[src/rtl/jsu_pkg.sv]
// Shared types and constants for the JSON string unescape block.
package jsu_pkg;

  // Decoder mode: outside a string, inside, after a backslash, inside \u.
  typedef enum logic [2:0] {
    MODE_IDLE = 3'd0,
    MODE_STR  = 3'd1,
    MODE_ESC  = 3'd2,
    MODE_HEX0 = 3'd3,
    MODE_HEX1 = 3'd4,
    MODE_HEX2 = 3'd5,
    MODE_HEX3 = 3'd6
  } jsu_mode_t;

  typedef enum logic [2:0] {
    ST_BYTE          = 3'd0,
    ST_END           = 3'd1,
    ST_EXPECT_QUOTE  = 3'd2,
    ST_BAD_ESCAPE    = 3'd3,
    ST_BAD_HEX       = 3'd4,
    ST_UNTERM_STRING = 3'd5,
    ST_UNTERM_ESCAPE = 3'd6,
    ST_SHORT_U       = 3'd7
  } jsu_status_t;

  localparam int unsigned MAX_RES = 4;
  localparam int unsigned IDX_W   = $clog2(MAX_RES);
  localparam int unsigned CNT_W   = $clog2(MAX_RES + 1);

  typedef struct packed {
    logic [7:0] data_byte;
    logic       end_of_input;
  } jsu_in_t;

  typedef struct packed {
    jsu_status_t status;
    logic [7:0]  out_byte;
    logic        last;
  } jsu_out_t;

  // Everything one source byte produces: next state plus its result words.
  typedef struct packed {
    jsu_mode_t                  mode;
    logic [15:0]                hex;
    logic [CNT_W-1:0]           cnt;
    jsu_out_t [MAX_RES-1:0]     res;
  } jsu_dec_t;

endpackage

[src/rtl/jsu_decode.sv]
// Combinational decode of one source byte against the current mode.
module jsu_decode
  import jsu_pkg::*;
(
  input  jsu_mode_t   mode,
  input  logic [15:0] hex,
  input  jsu_in_t     in_word,
  output jsu_dec_t    dec
);

  localparam logic [7:0] CH_QUOTE  = 8'h22;
  localparam logic [7:0] CH_BSLASH = 8'h5C;
  localparam logic [7:0] CH_SLASH  = 8'h2F;
  localparam logic [7:0] CH_U      = 8'h75;

  logic [7:0]      c;
  logic            eoi;
  logic            is_hex;
  logic [3:0]      hv;
  logic [15:0]     code;
  logic [7:0]      bytes [3];
  logic [1:0]      nb;
  logic            has_term;
  jsu_status_t     term;
  logic            decoded;
  logic            simple;
  logic [7:0]      simple_b;
  logic [CNT_W-1:0] cnt;

  always_comb begin
    c   = in_word.data_byte;
    eoi = in_word.end_of_input;

    is_hex = 1'b1;
    hv     = c[3:0];
    if (c >= 8'h30 && c <= 8'h39) begin
      hv = c[3:0];
    end else if ((c >= 8'h61 && c <= 8'h66) || (c >= 8'h41 && c <= 8'h46)) begin
      hv = c[3:0] + 4'd9;
    end else begin
      is_hex = 1'b0;
    end

    simple   = 1'b1;
    simple_b = c;
    case (c)
      CH_QUOTE, CH_BSLASH, CH_SLASH: simple_b = c;
      8'h62: simple_b = 8'h08;
      8'h66: simple_b = 8'h0C;
      8'h6E: simple_b = 8'h0A;
      8'h72: simple_b = 8'h0D;
      8'h74: simple_b = 8'h09;
      default: simple = 1'b0;
    endcase

    code     = {hex[11:0], hv};
    bytes[0] = c;
    bytes[1] = 8'h00;
    bytes[2] = 8'h00;
    nb       = 2'd0;
    has_term = 1'b0;
    term     = ST_END;
    decoded  = 1'b0;
    dec.mode = mode;
    dec.hex  = hex;

    case (mode)
      MODE_STR: begin
        if (c == CH_QUOTE) begin
          has_term = 1'b1;
          term     = ST_END;
          dec.mode = MODE_IDLE;
        end else if (c == CH_BSLASH) begin
          dec.mode = MODE_ESC;
          if (eoi) begin
            has_term = 1'b1;
            term     = ST_UNTERM_ESCAPE;
            dec.mode = MODE_IDLE;
          end
        end else begin
          nb      = 2'd1;
          decoded = 1'b1;
        end
      end
      MODE_ESC: begin
        if (simple) begin
          bytes[0] = simple_b;
          nb       = 2'd1;
          decoded  = 1'b1;
          dec.mode = MODE_STR;
        end else if (c == CH_U) begin
          dec.hex  = 16'h0000;
          dec.mode = MODE_HEX0;
          if (eoi) begin
            has_term = 1'b1;
            term     = ST_SHORT_U;
            dec.mode = MODE_IDLE;
          end
        end else begin
          has_term = 1'b1;
          term     = ST_BAD_ESCAPE;
          dec.mode = MODE_IDLE;
        end
      end
      MODE_HEX0, MODE_HEX1, MODE_HEX2, MODE_HEX3: begin
        if (!is_hex) begin
          has_term = 1'b1;
          term     = ST_BAD_HEX;
          dec.mode = MODE_IDLE;
        end else begin
          dec.hex = code;
          if (mode == MODE_HEX3) begin
            // Encode the code point as UTF-8, one to three bytes.
            if (code < 16'h0080) begin
              bytes[0] = code[7:0];
              nb       = 2'd1;
            end else if (code < 16'h0800) begin
              bytes[0] = {3'b110, code[10:6]};
              bytes[1] = {2'b10, code[5:0]};
              nb       = 2'd2;
            end else begin
              bytes[0] = {4'b1110, code[15:12]};
              bytes[1] = {2'b10, code[11:6]};
              bytes[2] = {2'b10, code[5:0]};
              nb       = 2'd3;
            end
            decoded  = 1'b1;
            dec.mode = MODE_STR;
          end else begin
            case (mode)
              MODE_HEX0: dec.mode = MODE_HEX1;
              MODE_HEX1: dec.mode = MODE_HEX2;
              default:   dec.mode = MODE_HEX3;
            endcase
            if (eoi) begin
              has_term = 1'b1;
              term     = ST_SHORT_U;
              dec.mode = MODE_IDLE;
            end
          end
        end
      end
      default: begin
        if (c == CH_QUOTE) begin
          dec.mode = MODE_STR;
          if (eoi) begin
            has_term = 1'b1;
            term     = ST_UNTERM_STRING;
            dec.mode = MODE_IDLE;
          end
        end else begin
          has_term = 1'b1;
          term     = ST_EXPECT_QUOTE;
          dec.mode = MODE_IDLE;
        end
      end
    endcase

    if (decoded && eoi) begin
      has_term = 1'b1;
      term     = ST_UNTERM_STRING;
      dec.mode = MODE_IDLE;
    end

    // Bytes first, then at most one status word; mark the final one.
    cnt     = CNT_W'(nb) + CNT_W'(has_term);
    dec.cnt = cnt;
    for (int i = 0; i < MAX_RES; i++) begin
      dec.res[i].status   = ST_BYTE;
      dec.res[i].out_byte = 8'h00;
      if (i < 3 && CNT_W'(i) < CNT_W'(nb)) begin
        dec.res[i].out_byte = bytes[i];
      end else if (CNT_W'(i) == CNT_W'(nb)) begin
        dec.res[i].status = term;
      end
      dec.res[i].last = (CNT_W'(i + 1) == cnt);
    end
  end

endmodule

[src/rtl/json_string_unescape.sv]
// Top level of the streaming JSON string literal unescaper.
//
// Usage: feed the raw bytes of one string literal, opening quote first, on
// the in_ channel (in_valid/in_ready, word = jsu_in_t). Set end_of_input on
// the last source byte. Decoded bytes and status words leave on the out_
// channel (out_valid/out_ready, word = jsu_out_t); status 0 carries a byte,
// any other status ends the string or reports an error, and last marks the
// final word caused by one input byte.
// Path: an accepted byte waits in the input register, is decoded combinationally
// and is written into the result register, where its first word appears.
// Throughput: one byte per cycle while out_ready is high and each yields at most
// one word; a byte with more words (at most four) holds the result register until its last word leaves.
// Bytes that yield no word (opening quote, backslash, u, early hex digits)
// retire from the input register without touching the result register.
// Reset: returns to idle awaiting an opening quote, clears the collected
// hex digits and empties both registers.
// Stall: while out_ready is low the result word holds; bytes that yield no
// word keep retiring, the next byte with words waits in the input register
// and in_ready drops.
module json_string_unescape
  import jsu_pkg::*;
(
  input  logic     clk,
  input  logic     rst_n,
  input  logic     in_valid,
  output logic     in_ready,
  input  jsu_in_t  in_data,
  output logic     out_valid,
  input  logic     out_ready,
  output jsu_out_t out_data
);

  jsu_mode_t              mode_r;
  logic [15:0]            hex_r;
  jsu_in_t                in_r;
  logic                   in_vld_r, in_vld_nxt;
  jsu_out_t [MAX_RES-1:0] res_r;
  logic [IDX_W-1:0]       idx_r, idx_nxt;
  logic                   bnd_vld_r, bnd_vld_nxt;

  jsu_dec_t dec;
  logic     out_fire;
  logic     bnd_done;
  logic     bnd_free;
  logic     take;

  jsu_decode u_decode (
    .mode    (mode_r),
    .hex     (hex_r),
    .in_word (in_r),
    .dec     (dec)
  );

  assign out_valid = bnd_vld_r;
  assign out_data  = res_r[idx_r];
  assign out_fire  = out_valid && out_ready;
  assign bnd_done  = out_fire && out_data.last;
  assign bnd_free  = !bnd_vld_r || bnd_done;

  // Retire the held byte when its words fit: no words, or the bundle frees.
  assign take     = in_vld_r && ((dec.cnt == '0) || bnd_free);
  assign in_ready = !in_vld_r || take;

  always_comb begin
    in_vld_nxt = in_vld_r;
    if (in_valid && in_ready) begin
      in_vld_nxt = 1'b1;
    end else if (take) begin
      in_vld_nxt = 1'b0;
    end

    bnd_vld_nxt = bnd_vld_r;
    idx_nxt     = idx_r;
    if (take && dec.cnt != '0) begin
      bnd_vld_nxt = 1'b1;
      idx_nxt     = '0;
    end else if (bnd_done) begin
      bnd_vld_nxt = 1'b0;
      idx_nxt     = '0;
    end else if (out_fire) begin
      idx_nxt = idx_r + 1'b1;
    end
  end

  always_ff @(posedge clk) begin
    if (!rst_n) begin
      mode_r    <= MODE_IDLE;
      hex_r     <= '0;
      in_vld_r  <= 1'b0;
      bnd_vld_r <= 1'b0;
      idx_r     <= '0;
    end else begin
      in_vld_r  <= in_vld_nxt;
      bnd_vld_r <= bnd_vld_nxt;
      idx_r     <= idx_nxt;
      if (take) begin
        mode_r <= dec.mode;
        hex_r  <= dec.hex;
      end
    end
  end

  // Payload registers: no reset needed.
  always_ff @(posedge clk) begin
    if (in_valid && in_ready) begin
      in_r <= in_data;
    end
    if (take && dec.cnt != '0) begin
      res_r <= dec.res;
    end
  end

`ifndef NO_ASSERTIONS
  // Any status other than a byte closes the words of its input byte.
  a_status_last: assert property (@(posedge clk) disable iff (!rst_n)
    (out_valid && out_data.status != ST_BYTE) |-> out_data.last)
    else $error("status word not marked last");

  // Finishing a bundle rewinds the word index.
  a_idx_rewind: assert property (@(posedge clk) disable iff (!rst_n)
    bnd_done |=> (idx_r == '0))
    else $error("word index not rewound after last word");

  // A byte that yields no word always leaves the decoder inside a string.
  a_silent_mode: assert property (@(posedge clk) disable iff (!rst_n)
    (take && dec.cnt == '0) |=> (mode_r != MODE_IDLE))
    else $error("silent byte returned decoder to idle");
`endif

endmodule
[config.mk]
export PLATFORM = sky130hd
export DESIGN_NAME = json_string_unescape
export DESIGN_NICKNAME = d
export VERILOG_FILES = /design/src/rtl/jsu_pkg.sv /design/src/rtl/jsu_decode.sv /design/src/rtl/json_string_unescape.sv
export SDC_FILE = /design/constraint.sdc
export NUM_CORES = 1
export LEC_CHECK = 0
export BUFFER_PORTS_ARGS = -buffer_cell sky130_fd_sc_hd__buf_2
export CAP_MARGIN = 20
export CORE_UTILIZATION = 60
export DETAILED_ROUTE_END_ITERATION = 10
export PLACE_DENSITY = 0.84
export SYNTH_ARGS = -nofsm -noshare
export SYNTH_HDL_FRONTEND = slang
export SYNTH_SLANG_ARGS = --single-unit
[constraint.sdc]
create_clock -name clk -period 5.83 [get_ports clk]
set_clock_uncertainty 0.2 [all_clocks]
set_input_delay 0.583 -clock clk [delete_from_list [all_inputs] [get_ports clk]]
set_output_delay 0.583 -clock clk [all_outputs]
set_load 0.01 [all_outputs]
==> run_results.csv, run 1 <==
group,metric,value,unit
status,status,"finished, final reports clean",
clock_tree,post_cts_buffers,0,
grt,grt_use_met2,42.2,%
power_and_ir_drop,p_int,0.000877,W
grt,grt_usage,26.3,%
sta,min_period,4.98,ns
placed_design,portBuffers,26,
final_layout,nFillCells,428,
clock_tree,clk_pin_slew,0.07,ns
logic_synthesis,ys_top_cells_by_area,"edfxtp_1 (38%), dfxtp_1 (10%), nand2_1 (2.9%)",
flow_run,drv_cap,0,
logic_synthesis,ys_ff_latch,66,
setup_path,crit_family,"simple AND/OR/NAND/NOR gates",
power_and_ir_drop,p_sw_share,24.3,%
power_and_ir_drop,p_sw,0.000281,W
setup_path,crit_chain,"inv_1, ha_1, or3b_1, and3_1, o21ai_2, nand4_1, o22ai_1, nand3b_1, ha_1, ha_1, or3_1, a21boi_1, and2_1, buf_4",
logic_synthesis,syn_inst,362,
logic_synthesis,ys_warn_count,0,
logic_synthesis,synth.top_cell.area_share,37.5,%
logic_synthesis,yosys.area.top_type,"edfxtp_1",
final_layout,mostFrequentLayoutCell,"edfxtp_1",
clock_tree,cts-resized-gates,0,
grt,antenna_found_initial,0,
setup_path,cp-start-kind,"flop",
floorplan,dieHeight,81.2,µm
logic_synthesis,synth_area_per_cell,10.4,µm²
final_layout,fin_nets,403,
final_layout,final_util,69.2,%
grt,busiest_layer,"met2",
routing,dr.pass1.iters,5,
power_and_ir_drop,power_density,279,nW/µm²
clock_tree,cts_hold_buf,0,
grt,grt_max_degree,39,
sta,hold_violations,0,
sta,period_share,85.4,%
sta,max-slew-margin-rel,43.8,%
routing,dr.first_iter.drc_count,306,
placed_design,post-dp-hpwl,5640,µm
routing,ant_nets,0,
logic_synthesis,yosys.cell_types.count,73,
logic_synthesis,synth_area,3760,µm²
logic_synthesis,async_flop_share,0,%
setup_path,worstSetupPathType,"reg -> reg",
sta,tightest_slew,0.841,ns
power_and_ir_drop,power_frac_seq,48.5,%
setup_path,cpPeakStageDelay,0.48,ns
grt,use_met1,33.6,%
placed_design,gp_congestion,0.939,
clock_tree,cts_tree,"yes",
clock_tree,cts_made_buffers,9,
setup_path,worstPathArrival,4.78,ns
floorplan,floorplan.initialDensity,62.8,%
setup_path,cp_num_buf_inv,2,
sta,fmax,201,MHz
logic_synthesis,yosysSeqAreaShare,47.6,%
routing,routed_via_density,6.26,
clock_tree,cts_sinks,66,
logic_synthesis,synth_edf_count,47,
routing,vias,2904,
floorplan,pin_count,27,
min_path,hold_class,"in -> reg",
sta,holdWs,0.204,ns
routing,wirelength,8040,µm
floorplan,core-area,5990,µm²
clock_tree,cts_htree_levels,3,
power_and_ir_drop,power.leakage,1.51,nW
clock_tree,clk_path_buf_depth,2,
grt,met3_usage,7.53,%
power_and_ir_drop,ir_worst_vdd,164,µV
logic_synthesis,synth_top_flop_cell,"edfxtp_1",
final_layout,final_layout_size_suffix_gt1_share,17.2,%
final_layout,final_cells,464,
grt,grt_pass1_vias,2595,
grt,grt_pass1_wl,12700,µm
setup_path,crit_top_cell,"ha_1",
clock_tree,cts-root-buf,"clkbuf_8",
routing,routedWlPerCell,17.3,µm
sta,setup_violations,0,
sta,drv_slew,0,
grt,grt_overflow,0,
routing,remaining_drc_errors,0,
floorplan,die_area,6590,µm²
setup_path,crit_slowest_cell,"edfxtp_1",
sta,finalSetupTns,0,ns
setup_path,end_kind,"flop",
final_layout,area_delta_synth_final,10.3,%
clock_tree,worstSkewPairLatency,0.35,ns
placed_design,dp.cells,448,
floorplan,rows,28,
floorplan,chipWidth,81.2,µm
setup_path,worstPathRequired,5.63,ns
sta,rsz0062_at_grt,"false",
final_layout,most-common-layout-cells,"edfxtp_1 (47), nand2_1 (29), nor2_1 (29), buf_2 (26), dfxtp_1 (19)",
setup_path,critPathMaxFanout,38,
power_and_ir_drop,combPwrFrac,11.6,%
power_and_ir_drop,pwr-share-clk,39.9,%
final_layout,insertedDiodeCount,0,
## Yosys cell counts (all sizes together) (4+ instances only)
library cell	instances
dfxtp	19
a22o	4
nor2b	16
edfxtp	47
nand3	7
and2	4
inv	14
nor2	32
o22ai	5
a22oi	13
buf	11
and3	5
mux2i	10
a21oi	19
ha	6
nand4	4
nor3	11
o21ai	22
nand2	31
nor3b	7
nand2b	4
or3	7
xnor2	4
clkbuf	8
mux4	4
a211oi	5
## sequential cells by signal, summed over array words and instances (netlist names)
signal     cells
in_vld_r       1
idx_r          2
mode_r         3
in_r           9
res_r         38
hex_r         12
out_valid      1
## worst reg2reg max path, stage by stage (launching register included)
cell	delay, ns
edfxtp_1	0.48
inv_1	0.18
ha_1	0.25
or3b_1	0.37
and3_1	0.28
o21ai_2	0.28
nand4_1	0.20
o22ai_1	0.24
nand3b_1	0.11
ha_1	0.20
ha_1	0.33
or3_1	0.45
a21boi_1	0.44
and2_1	0.20
buf_4	0.41
## cell families (layout without fill, tap and decap cells)
kind of cell,after synthesis,count (layout),synth area share [%]
AOI/OAI and AO/OA,91,91,17.2
xor gates and xnor gates,7,7,1.63
adders and majority gates,6,6,2.00
buffers and inverters,33,58,4.06
DFF,66,66,47.6
muxes,14,14,5.06
other,1,3,0.0997
and+or+nand+nor,144,144,22.3
## through the flow
stage               instance area, µm²  power (W)  worst slack (ns)
floorplan                         3770   0.000663             0.909
global placement                  3910   0.000697              1.17
detailed placement                3910   0.000703             0.919
CTS                               4150    0.00116             0.885
global route                      4150    0.00120             0.574
finish                            4150    0.00116             0.852
## power groups by stage
| stage | Clock, W | Combinational [W] | Sequential, W |
|---|---|---|---|
| 2_1_floorplan | 0 | 0.000105 | 0.000558 |
| 3_3_place_gp | 0 | 0.000128 | 0.000570 |
| 3_5_place_dp | 0 | 0.000132 | 0.000572 |
| 4_1_cts | 0.000469 | 0.000133 | 0.000561 |
| 5_1_grt | 0.000487 | 0.000149 | 0.000565 |
| 6_report | 0.000462 | 0.000134 | 0.000562 |
## path summary, 6_finish.rpt
check | end | slack (ns) | depth (start not counted) | from
setup / recovery | res_r[16]$_SDFFCE_PP0P_ | 0.85 | 14 | in_r[2]$_DFFE_PP_
hold / removal | in_r[6]$_DFFE_PP_ | 0.20 | 1 | in_data[6]
setup reg to reg | res_r[16]$_SDFFCE_PP0P_ | 0.85 | 14 | in_r[2]$_DFFE_PP_
hold reg to reg | out_valid$_SDFFE_PN0P_ | 0.35 | 2 | in_vld_r$_SDFFE_PN0P_
## per-layer routing
metal | up-vias | routed length [µm]
li1 | 1395 | -
met2 | 131 | 3840
met3 | 14 | 536
met1 | 1364 | 3520
met4 | 0 | 145
met5 | - | 0
## area by class of cell
| class | count | area, µm² | area share [%] |
|---|---|---|---|
| inverters | 14 | 52.6 | 1.27 |
| clock inverters | 7 | 116 | 2.81 |
| flip-flops and latches | 66 | 1790 | 43.2 |
| repair buffers | 28 | 145 | 3.50 |
| multi-input cells | 265 | 1820 | 44.0 |
| well taps | 75 | 93.8 | 2.26 |
| clock buffers | 9 | 124 | 2.99 |
No activity file was read; power rests on OpenSTA's default activity.
==> run 2, diff against run 1 <==
Settings changed: SETUP_SLACK_MARGIN from default to 0.2.
Clock period 5.83 ns to 5.6 ns, I/O delays scaled along.
==> run 2 against run 1 <==
  * Utilization shrank 1.1 points
  * Die area did not move
  * Clock-buffer cell count did not move
  * Final area decreased by 1.5%
  * First-iteration DRC count is 5.9% higher
  * Via count grew 0.34%
  * Setup slack got worse by 0.18 ns
  * Sequential share of layout area rose by 0.67 points
  * Worst hold slack lost 0.025 ns
  * Clock power shrank 24%
  * Highest routed layer unchanged
==> run_results.csv, run 2 (synthesis gave the netlist of run 1 again) <==
group,metric,value,unit
clock_tree,cts-root-buf,"clkbuf_8",
final_layout,area_delta_synth_final,8.58,%
setup_path,cp-start-kind,"flop",
floorplan,dieHeight,81.2,µm
power_and_ir_drop,combPwrFrac,13.0,%
floorplan,chipWidth,81.2,µm
grt,grt_pass1_vias,2583,
grt,grt_usage,26.4,%
grt,grt_pass1_wl,12900,µm
min_path,hold_class,"in -> reg",
floorplan,core-area,5990,µm²
placed_design,portBuffers,26,
placed_design,gp_congestion,0.931,
routing,wirelength,7930,µm
grt,grt_overflow,0,
power_and_ir_drop,pwr-share-clk,32.5,%
clock_tree,post_cts_buffers,0,
clock_tree,cts_tree,"yes",
power_and_ir_drop,p_int,0.000777,W
clock_tree,cts-resized-gates,0,
clock_tree,clk_pin_slew,0.08,ns
setup_path,crit_chain,"inv_1, ha_1, or3b_1, and3_1, o21ai_2, nand4_1, o22ai_1, nand3b_1, ha_1, ha_1, or3_1, a21boi_1, and4_1, a22oi_1, nor2b_1",
setup_path,worstSetupPathType,"reg -> reg",
final_layout,final_layout_size_suffix_gt1_share,17.7,%
power_and_ir_drop,p_sw_share,27.6,%
clock_tree,cts_sinks,66,
floorplan,rows,28,
power_and_ir_drop,power.leakage,1.49,nW
flow_run,drv_cap,0,
power_and_ir_drop,power_density,263,nW/µm²
floorplan,pin_count,27,
placed_design,post-dp-hpwl,5660,µm
final_layout,most-common-layout-cells,"edfxtp_1 (47), nand2_1 (29), nor2_1 (29), buf_2 (26), dfxtp_1 (19)",
sta,rsz0062_at_grt,"false",
power_and_ir_drop,p_sw,0.000296,W
clock_tree,worstSkewPairLatency,0.35,ns
final_layout,largest_reg_flops,38,
sta,finalSetupTns,0,ns
final_layout,mostFrequentLayoutCell,"edfxtp_1",
setup_path,worstPathRequired,5.69,ns
power_and_ir_drop,power_frac_seq,54.5,%
setup_path,end_kind,"flop",
routing,routedWlPerCell,17.1,µm
routing,remaining_drc_errors,0,
setup_path,critPathMaxFanout,12,
routing,routed_via_density,6.27,
setup_path,worstPathArrival,5.02,ns
clock_tree,clk_path_buf_depth,2,
sta,drv_slew,0,
clock_tree,cts_htree_levels,3,
placed_design,dp.cells,449,
status,status,"finished, final reports clean",
final_layout,fin_nets,404,
floorplan,floorplan.initialDensity,62.8,%
clock_tree,cts_made_buffers,9,
setup_path,cpPeakStageDelay,0.58,ns
floorplan,die_area,6590,µm²
routing,vias,2914,
routing,dr.pass1.iters,5,
sta,tightest_slew,0.808,ns
sta,period_share,88.0,%
grt,antenna_found_initial,0,
sta,fmax,203,MHz
routing,ant_nets,0,
setup_path,crit_top_cell,"ha_1",
routing,dr.first_iter.drc_count,324,
final_layout,final_cells,465,
power_and_ir_drop,ir_worst_vdd,171,µV
clock_tree,cts_hold_buf,0,
final_layout,regMostFlops,"res_r",
sta,max-slew-margin-rel,46.1,%
final_layout,insertedDiodeCount,0,
sta,hold_violations,0,
sta,min_period,4.93,ns
setup_path,crit_slowest_cell,"and4_1",
grt,grt_max_degree,39,
final_layout,reg.largest.list,"res_r x38, hex_r x12, in_r x9",
sta,setup_violations,0,
-- run 2: changes by cell type in the layout (fill, tap and decap cells not counted) --
cell	delta
bufinv_16	-3
clkinv_2	+3
buf_4	+1
clkinv_1	-1
clkinvlp_4	+1
-- run 2: power groups by stage --
stage / Clock [W] / Combinational [W] / Sequential (W)
global placement: 0 / 0.000133 / 0.000593
floorplan: 0 / 0.000110 / 0.000581
detailed placement: 0 / 0.000137 / 0.000595
finish: 0.000349 / 0.000139 / 0.000584
global route: 0.000376 / 0.000154 / 0.000589
CTS: 0.000353 / 0.000138 / 0.000584
-- run 2: metrics by stage --
stage | utilization [%] | instance area (µm²) | hold WS [ns] | setup slack (ns) | power [W]
3_3_place_gp | 65.4 | 3920 | 0.340 | 0.950 | 0.000726
3_5_place_dp | 65.4 | 3920 | 0.355 | 0.737 | 0.000732
6_report | 68.2 | 4080 | 0.179 | 0.669 | 0.00107
5_1_grt | 68.2 | 4080 | 0.168 | 0.294 | 0.00112
4_1_cts | 68.2 | 4080 | 0.171 | 0.721 | 0.00108
2_1_floorplan | - | 3770 | 0.310 | 0.679 | 0.000691
-- run 2: final timing paths --
path	startpoint	endpoint	slack, ns	cells past startpoint
worst max-delay path	in_r[2]$_DFFE_PP_	hex_r[2]$_SDFFE_PN0P_	0.67	15
worst min-delay path	in_data[7]	in_r[7]$_DFFE_PP_	0.18	1
worst max register to register	in_r[2]$_DFFE_PP_	hex_r[2]$_SDFFE_PN0P_	0.67	15
worst min register to register	hex_r[8]$_SDFFE_PN0P_	hex_r[8]$_SDFFE_PN0P_	0.37	2
-- run 2: layout make-up --
type	instances	area, µm²
sequential	66	1790
inverter	14	52.6
clock inverter	7	45.0
fill	449	1910
clock buffer	9	124
multi-input combinational	265	1820
timing repair buffer	29	153
tap	75	93.8
-- run 2: critical path: cells and delay by family (launching register included) --
family                     cells  cell delay, ns
and+or+nand+nor                7            2.15
DFF                            1            0.47
buffers and inverters          1            0.17
adders and majority gates      3            0.74
AOI/OAI and AO/OA              4            1.12
-- run 2: metal layers --
layer  track usage (%)  vias up  part of all wire [%]
met5                 0        -                     0
met2              40.7      131                    46
met4              10.9        0                   3.0
li1                  -     1397                     -
met1              35.7     1361                    44
met3              6.07       25                   6.4
==> run 3, diff against run 2 <==
Settings changed: RECOVER_POWER from default to 50.
==> run 3 against run 2 <==
  * Wire length is 0.67% higher
  * Fmax hardly changed
  * Register-to-register slack hardly changed
  * Worst hold slack better by 0.0023 ns
  * Non-clock buffer count stayed put
  * Critical endpoint unchanged
  * Largest cell class unchanged
==> run_results.csv, run 3 (synthesis gave the netlist of run 1 again) <==
group,metric,value,unit
placed_design,portBuffers,26,
clock_tree,cts_sinks,66,
floorplan,pin_count,27,
setup_path,worstSetupPathType,"reg -> reg",
grt,antenna_found_initial,0,
setup_path,end_kind,"flop",
grt,grt_max_degree,39,
grt,use_met1,35.7,%
sta,setup_violations,0,
sta,tightest_slew,0.803,ns
routing,wirelength,7990,µm
final_layout,regMostFlops,"res_r",
power_and_ir_drop,combPwrFrac,12.8,%
final_layout,final_util,67.6,%
sta,rsz0062_at_grt,"false",
power_and_ir_drop,power.leakage,1.44,nW
status,status,"finished, final reports clean",
final_layout,fin_nets,404,
floorplan,chipWidth,81.2,µm
routing,dr.pass1.iters,5,
clock_tree,cts-resized-gates,0,
sta,layout_setup_ws,0.673,ns
sta,fmax,203,MHz
placed_design,post-dp-hpwl,5660,µm
floorplan,die_area,6590,µm²
routing,routedWlPerCell,17.2,µm
final_layout,reg.largest.list,"res_r x38, hex_r x12, in_r x9",
grt,grt_usage,26.4,%
sta,period_share,88.0,%
placed_design,place_ws,0.737,ns
final_layout,area_delta_synth_final,7.65,%
routing,ant_nets,0,
final_layout,most-common-layout-cells,"edfxtp_1 (47), nand2_1 (30), nor2_1 (29), dfxtp_1 (19)",
grt,busiest_layer,"met2",
routing,routed_via_density,6.26,
clock_tree,cts_tree,"yes",
setup_path,worstPathArrival,5.01,ns
power_and_ir_drop,power_density,264,nW/µm²
min_path,hold_class,"in -> reg",
clock_tree,clk_pin_slew,0.08,ns
clock_tree,post_cts_buffers,0,
clock_tree,cts_made_buffers,9,
sta,max-slew-margin-rel,46.4,%
power_and_ir_drop,p_sw,0.000296,W
placed_design,gp_congestion,0.931,
sta,hold_violations,0,
clock_tree,clk_path_buf_depth,2,
sta,finalSetupTns,0,ns
setup_path,worstPathRequired,5.68,ns
clock_tree,cts_hold_buf,0,
final_layout,mostFrequentLayoutCell,"edfxtp_1",
final_layout,insertedDiodeCount,0,
sta,min_period,4.93,ns
power_and_ir_drop,pwr-share-clk,32.6,%
power_and_ir_drop,p_sw_share,27.7,%
power_and_ir_drop,p_int,0.000774,W
clock_tree,cts_htree_levels,3,
floorplan,floorplan.initialDensity,62.8,%
final_layout,largest_reg_flops,38,
grt,grt_use_met2,40.7,%
routing,remaining_drc_errors,0,
sta,drv_slew,0,
grt,grt_pass1_vias,2583,
clock_tree,worstSkewPairLatency,0.35,ns
grt,grt_pass1_wl,12900,µm
final_layout,final_layout_size_suffix_gt1_share,13.8,%
clock_tree,cts-root-buf,"clkbuf_8",
power_and_ir_drop,ir_worst_vdd,171,µV
setup_path,critPathMaxFanout,12,
setup_path,cp-start-kind,"flop",
routing,dr.first_iter.drc_count,319,
floorplan,dieHeight,81.2,µm
power_and_ir_drop,power_frac_seq,54.6,%
floorplan,rows,28,
floorplan,core-area,5990,µm²
flow_run,drv_cap,0,
grt,met3_usage,6.07,%
routing,vias,2912,
grt,grt_overflow,0,
run 3: path summary, 6_finish.rpt:
kind | start | endpoint | slack [ns] | depth (start not counted)
worst max-delay path | in_r[2]$_DFFE_PP_ | hex_r[2]$_SDFFE_PN0P_ | 0.67 | 15
worst min-delay path | in_data[7] | in_r[7]$_DFFE_PP_ | 0.18 | 1
worst max register to register | in_r[2]$_DFFE_PP_ | hex_r[2]$_SDFFE_PN0P_ | 0.67 | 15
worst min register to register | hex_r[8]$_SDFFE_PN0P_ | hex_r[8]$_SDFFE_PN0P_ | 0.37 | 2
run 3: power groups by stage:
| stage | registers (W) | clock network [W] | logic (W) |
|---|---|---|---|
| 3_3_place_gp | 0.000593 | 0 | 0.000133 |
| 4_1_cts | 0.000584 | 0.000353 | 0.000138 |
| 3_5_place_dp | 0.000595 | 0 | 0.000137 |
| 6_report | 0.000585 | 0.000349 | 0.000137 |
| 2_1_floorplan | 0.000581 | 0 | 0.000110 |
| 5_1_grt | 0.000589 | 0.000376 | 0.000151 |
run 3: final cells by class:
class | count | area (µm²)
Fill cell | 465 | 1940
Multi-Input combinational cell | 265 | 1810
Sequential cell | 66 | 1790
Timing Repair Buffer | 29 | 136
Clock buffer | 9 | 124
Tap cell | 75 | 93.8
Inverter | 14 | 52.6
Clock inverter | 7 | 45.0
run 3: per-layer routing:
metal	wire length [µm]	part of all wire, %
met5	0	0
met3	503	6.3
met1	3550	44
met4	212	2.7
met2	3720	47
run 3: critical path: stages, from the launching register on:
cell	delay, ns
edfxtp_1	0.48
inv_1	0.17
ha_1	0.24
or3b_1	0.37
and3_1	0.29
o21ai_2	0.28
nand4_1	0.20
o22ai_1	0.25
nand3b_1	0.11
ha_1	0.19
ha_1	0.32
or3_1	0.45
a21boi_1	0.41
and4_1	0.58
a22oi_1	0.17
nor2b_1	0.16
run 3: stage by stage:
step | power, W | instance area (µm²) | hold slack, ns | std cells
after floorplan | 0.000691 | 3770 | 0.310 | 364
after global placement | 0.000726 | 3920 | 0.340 | 449
after detailed placement | 0.000732 | 3920 | 0.355 | 449
after CTS | 0.00108 | 4080 | 0.171 | 465
after global routing | 0.00112 | 4050 | 0.168 | 465
final | 0.00107 | 4050 | 0.181 | 465
